`src/design/sem_pkg.sv`:
```
// shared types and constants for the sobel edge magnitude block
package sem_pkg;

	localparam int MAX_WIDTH  = 1024;
	localparam int MAX_HEIGHT = 2048;
	localparam int COL_W      = $clog2(MAX_WIDTH);
	localparam int ROW_W      = $clog2(MAX_HEIGHT);
	localparam int WIDTH_W    = 11;
	localparam int HEIGHT_W   = 12;
	localparam int CFG_DATA_W = 12;
	localparam int PIX_W      = 24;
	localparam int NUM_CH     = 3;

	localparam logic [15:0] SAT_LIMIT = 16'd65280;

	typedef enum logic [0:0] {
		CMD_PIXEL = 1'b0,
		CMD_DRAIN = 1'b1
	} cmd_t;

	typedef enum logic [0:0] {
		REG_FRAME_WIDTH  = 1'b0,
		REG_FRAME_HEIGHT = 1'b1
	} reg_index_t;

	typedef struct packed {
		logic       cmd;
		logic [7:0] pixel_red;
		logic [7:0] pixel_green;
		logic [7:0] pixel_blue;
	} sem_in_t;

	typedef struct packed {
		logic [7:0] edge_red;
		logic [7:0] edge_green;
		logic [7:0] edge_blue;
		logic       row_end;
		logic       frame_end;
	} sem_out_t;

	// channel 0 is red in the top byte
	function automatic logic [7:0] chan_byte(input logic [PIX_W-1:0] pix, input int ch);
		logic [7:0] b;
		case (ch)
			0:       b = pix[23:16];
			1:       b = pix[15:8];
			default: b = pix[7:0];
		endcase
		return b;
	endfunction

endpackage

```
`src/design/sem_sqrt.sv`:
```
// three-lane digit-by-digit rounded integer square root, two radicand bits per cycle
module sem_sqrt (
	input  logic                    clk,
	input  logic                    arst_n,
	input  logic                    start,
	input  logic [2:0][15:0]        radicand,
	output logic                    done,
	output logic [2:0][7:0]         root
);

	import sem_pkg::*;

	logic             busy_q;
	logic             done_q;
	logic [2:0]       cnt_q;
	logic [2:0][15:0] val_q;
	logic [2:0][10:0] rem_q;
	logic [2:0][7:0]  root_q;

	always_ff @(posedge clk or negedge arst_n) begin
		if (!arst_n) begin
			busy_q <= 1'b0;
			done_q <= 1'b0;
			cnt_q  <= '0;
		end else begin
			done_q <= 1'b0;
			if (start) begin
				busy_q <= 1'b1;
				cnt_q  <= '0;
			end else if (busy_q) begin
				cnt_q <= cnt_q + 3'd1;
				if (cnt_q == 3'd7) begin
					busy_q <= 1'b0;
					done_q <= 1'b1;
				end
			end
		end
	end

	always_ff @(posedge clk) begin
		logic [10:0] trial;
		logic [10:0] test;
		for (int c = 0; c < NUM_CH; c++) begin
			if (start) begin
				val_q[c]  <= radicand[c];
				rem_q[c]  <= '0;
				root_q[c] <= '0;
			end else if (busy_q) begin
				trial = {rem_q[c][8:0], val_q[c][15:14]};
				test  = {1'b0, root_q[c], 2'b01};
				val_q[c] <= {val_q[c][13:0], 2'b00};
				if (trial >= test) begin
					rem_q[c]  <= trial - test;
					root_q[c] <= {root_q[c][6:0], 1'b1};
				end else begin
					rem_q[c]  <= trial;
					root_q[c] <= {root_q[c][6:0], 1'b0};
				end
			end
		end
	end

	// round up when the remainder exceeds the root
	always_comb begin
		for (int c = 0; c < NUM_CH; c++) begin
			root[c] = root_q[c] + 8'((rem_q[c] > {3'b000, root_q[c]}) ? 1 : 0);
		end
	end

	assign done = done_q;

endmodule

```
`config.mk`:
```
export PLATFORM = sky130hd
export DESIGN_NAME = sem_sqrt
export DESIGN_NICKNAME = d
export VERILOG_FILES = /design/src/design/sem_pkg.sv /design/src/design/sem_sqrt.sv
export SDC_FILE = /design/constraint.sdc
export NUM_CORES = 1
export LEC_CHECK = 0
export BUFFER_PORTS_ARGS = -buffer_cell sky130_fd_sc_hd__buf_2
export CORE_MARGIN = 1
export CORE_UTILIZATION = 40
export DETAILED_ROUTE_END_ITERATION = 10
export GPL_TIMING_DRIVEN = 0
export PLACE_DENSITY = 0.61
export SLEW_MARGIN = 0
export SYNTH_ARGS = -nofsm -noshare
export SYNTH_HDL_FRONTEND = slang
export SYNTH_SLANG_ARGS = --single-unit
export TNS_END_PERCENT = 50
```
`constraint.sdc`:
```
create_clock -name clk -period 3.7 [get_ports clk]
set_input_delay 0.185 -clock clk [delete_from_list [all_inputs] [get_ports clk]]
set_output_delay 0.185 -clock clk [all_outputs]
set_load 0.05 [all_outputs]
```
==> metrics.cfg <==
[clocking]
cts_setup_buffers = 0
clkTransAtPathRegs_ns = 0.07
ctsLongestPathBuffers = 2
numCtsBuffers = 9
clock_sinks = 110
htreeDepth = 3
tritoncts = done
cts_root_buffer = clkbuf_16
clk_latency_ns = 0.35

[run_status]
status = complete, no violations

[synth]
synth-simple-area-share_pct = 11.60
synthXorXnorAreaFrac_pct = 5.771
synth_fa_ha_area_share_pct = 8.049
ys_seq_area_share_pct = 42.48
synth_mux_area_share_pct = 13.39
synth_area_leaders = edfxtp_1, dfxtp_1, ha_1, mux2_2, mux2i_1
synth_top_area_share_pct = 22.61
async_flop_share_pct = 4.545
syn_inst = 617
avgSynthCellArea_sq_um = 10.33
synth_ff_type = dfxtp_1
synthDistinctLibCells = 63
synth_top_family_by_area = compound AO/OA/AOI/OAI gates
synth_top_area_cell = edfxtp_1
postSynthNetCount = 709
synth_common_cells = nor2_1, dfxtp_1, edfxtp_1
synthesis.area_sq_mm = 0.006374
synth_compound_area_share_pct = 13.80
synth-edff-count = 48
synth_most_common_cell = nor2_1
synth_warnings = 0
ys_seq_elements = 110

[die]
core-area_sq_mm = 0.01537
ioPinCount = 76
die_y_um = 128.2
die-area_sq_mm = 0.01644
initial_core_util_pct = 41.47
num_rows = 45
die_w_um = 128.2

[sta]
setup_slack_ns = 0.2308
rsz0062_at_grt = true
worst_slew_pin_slew_ns = 0.8794
finalCritPeriodShare_pct = 93.76
slew_violations = 0
fin_crit_ns = 3.469
holdWs_ns = 0.1098
fmax_mhz = 288.2
finalSetupViolCount = 0
slew_headroom_pct = 41.37
finClkSkew_ns = 0.008394
hold_viol = 0

[min_path]
hp-class = primary input to register

[setup_path]
startpoint_type = register
slowest_stage = dfxtp_1
endpoint_kind = output port
critical_path_buf_inv_count = 3
path_cells = inv_1 > ha_1 > clkbuf_2 > nand4_1 > nor2_1 > nand3_1 > a2111oi_1 > o21ai_1 > ha_1 > ha_1 > and3_1 > nand3_1 > xnor2_1 > buf_4
worstSetupPathType = register to output port
slowest_delay_ns = 0.38
cp_data_arrival_time_ns = 3.28
critPathMaxFanout = 6
cp_common_cell = ha_1
cp_top_family = adder cells
crit_required_ns = 3.51

[grt]
antenna_found_initial = 0
grt_overflow = 0
grt_first_pass_wirelength_um = 23650
grt_max_degree = 35
grt_use_total_pct = 18.52
first_global_vias = 4652

[pwr]
worst_ir_drop_vdd_v = 0.0004141
sw_frac_of_total_pct = 42.96
p_switching_w = 0.002438
powerDensity_mw_per_mm2 = 772.8
total_power_w = 0.005675
power_frac_comb_pct = 53.9
clockPowerShare_pct = 16.3
power_frac_seq_pct = 29.8
p_leak_nw = 3.164
internal_power_w = 0.003237

[placed_design]
place_ws_ns = 0.2392
dp_cells = 903
gp_congestion = 0.8912
portBuffers = 74
hpwl_um = 10850

[final_layout]
finalNetCount = 795
syn2layout_area_growth_pct = 15.21
regArea_sq_mm = 0.002713
layout.cells.non_filler = 919
nFillCells = 1445
multi_input_area_sq_mm = 0.003366
drive_above_1_share_pct = 22.74
diodes = 0

[drt]
antenna_left = 0
drt_iter0_drc = 287
routed_wl_um = 14540
first_pass_iters = 5
dr_total_vias = 4770
drc = 0
via_per_inst = 5.190
wl_per_cell_um = 15.82

[flow_run]
max_cap_violations = 0

worst paths after layout:
| path | from | endpoint | depth (start not counted) | slack [ns] |
|---|---|---|---|---|
| setup / recovery | root_q[7]$_SDFFE_PP0P_ | root[6] | 14 | 0.23 |
| hold / removal | radicand[1] | val_q[1]$_SDFFCE_PN0P_ | 2 | 0.11 |
| setup reg to reg | root_q[14]$_SDFFE_PP0P_ | rem_q[12]$_SDFFE_PP0P_ | 9 | 0.97 |
| hold reg to reg | rem_q[10]$_SDFFE_PP0P_ | rem_q[10]$_SDFFE_PP0P_ | 2 | 0.48 |
| max in group asynchronous | arst_n | busy_q$_DFF_PN0_ | 2 | 3.40 |
| min in group asynchronous | arst_n | cnt_q[2]$_DFFE_PN0P_ | 2 | 0.17 |
layout make-up:
cell class,instances,share of cell area (%)
plain buffers,27,2.215
clock buffers,9,3.067
clock inverters,7,0.7667
inverters,39,1.994
multi-input cells,440,45.83
flip-flops and latches,110,36.94
well taps,211,3.595
repair buffers,76,5.589
through the flow:
stage	util [%]	TNS (ns)	cell area (sq um)
2_1_floorplan	-	0	6374
3_3_place_gp	45.59	0	7008
3_5_place_dp	45.72	0	7028
4_1_cts	47.59	0	7316
5_1_grt	47.77	-0.004967	7343
6_report	47.77	0	7343
sequential cells by signal, indices dropped and copies added, names as in the netlist:
name    cells
busy_q      1
done        1
root_q     24
cnt_q       3
val_q      48
rem_q      33
what timing repair did:
action,4_1_cts,5_1_grt
setup endpoints to repair,2,8
gates resized for setup,0,15
hold buffers,1,0
hold endpoints to repair,5,0
pin swaps,0,0
layout by cell type, fill, tap and decap left out, types with 8 or more instances in the layout:
master | netlist | layout
o31ai_1 | 8 | 8
mux2i_1 | 38 | 38
ha_1 | 41 | 40
clkbuf_1 | 15 | 14
nand3_1 | 14 | 14
inv_1 | 39 | 38
xor2_1 | 8 | 8
nand2_1 | 31 | 31
xnor2_1 | 34 | 34
a211oi_1 | 12 | 12
o21ai_0 | 25 | 23
mux2_2 | 42 | 42
nor2_1 | 60 | 60
nor3_1 | 12 | 11
a21oi_1 | 20 | 19
edfxtp_1 | 48 | 48
dfxtp_1 | 57 | 53
clkbuf_16 | 0 | 9
buf_2 | 1 | 71
power by group through the flow:
stage / combinational, W / sequential (W) / clock, W
6_report: 0.00306 / 0.00169 / 0.000924
5_1_grt: 0.00336 / 0.00172 / 0.00100
4_1_cts: 0.00304 / 0.00169 / 0.000957
3_5_place_dp: 0.00302 / 0.00171 / 0
3_3_place_gp: 0.00295 / 0.00171 / 0
2_1_floorplan: 0.00249 / 0.00165 / 0
layer usage:
| metal | wire, um | track usage [%] |
|---|---|---|
| met4 | 65 | 3.668 |
| met3 | 955 | 6.010 |
| met2 | 6563 | 29.54 |
| met5 | 0 | 0 |
| met1 | 6956 | 24.49 |
cell families after synthesis:
family | Yosys count
simple gates | 156
compound gates | 121
flops | 110
mux | 80
buf+inv | 67
xor+xnor | 42
fa+ha+maj | 41
Power figures use the tool's default switching activity.
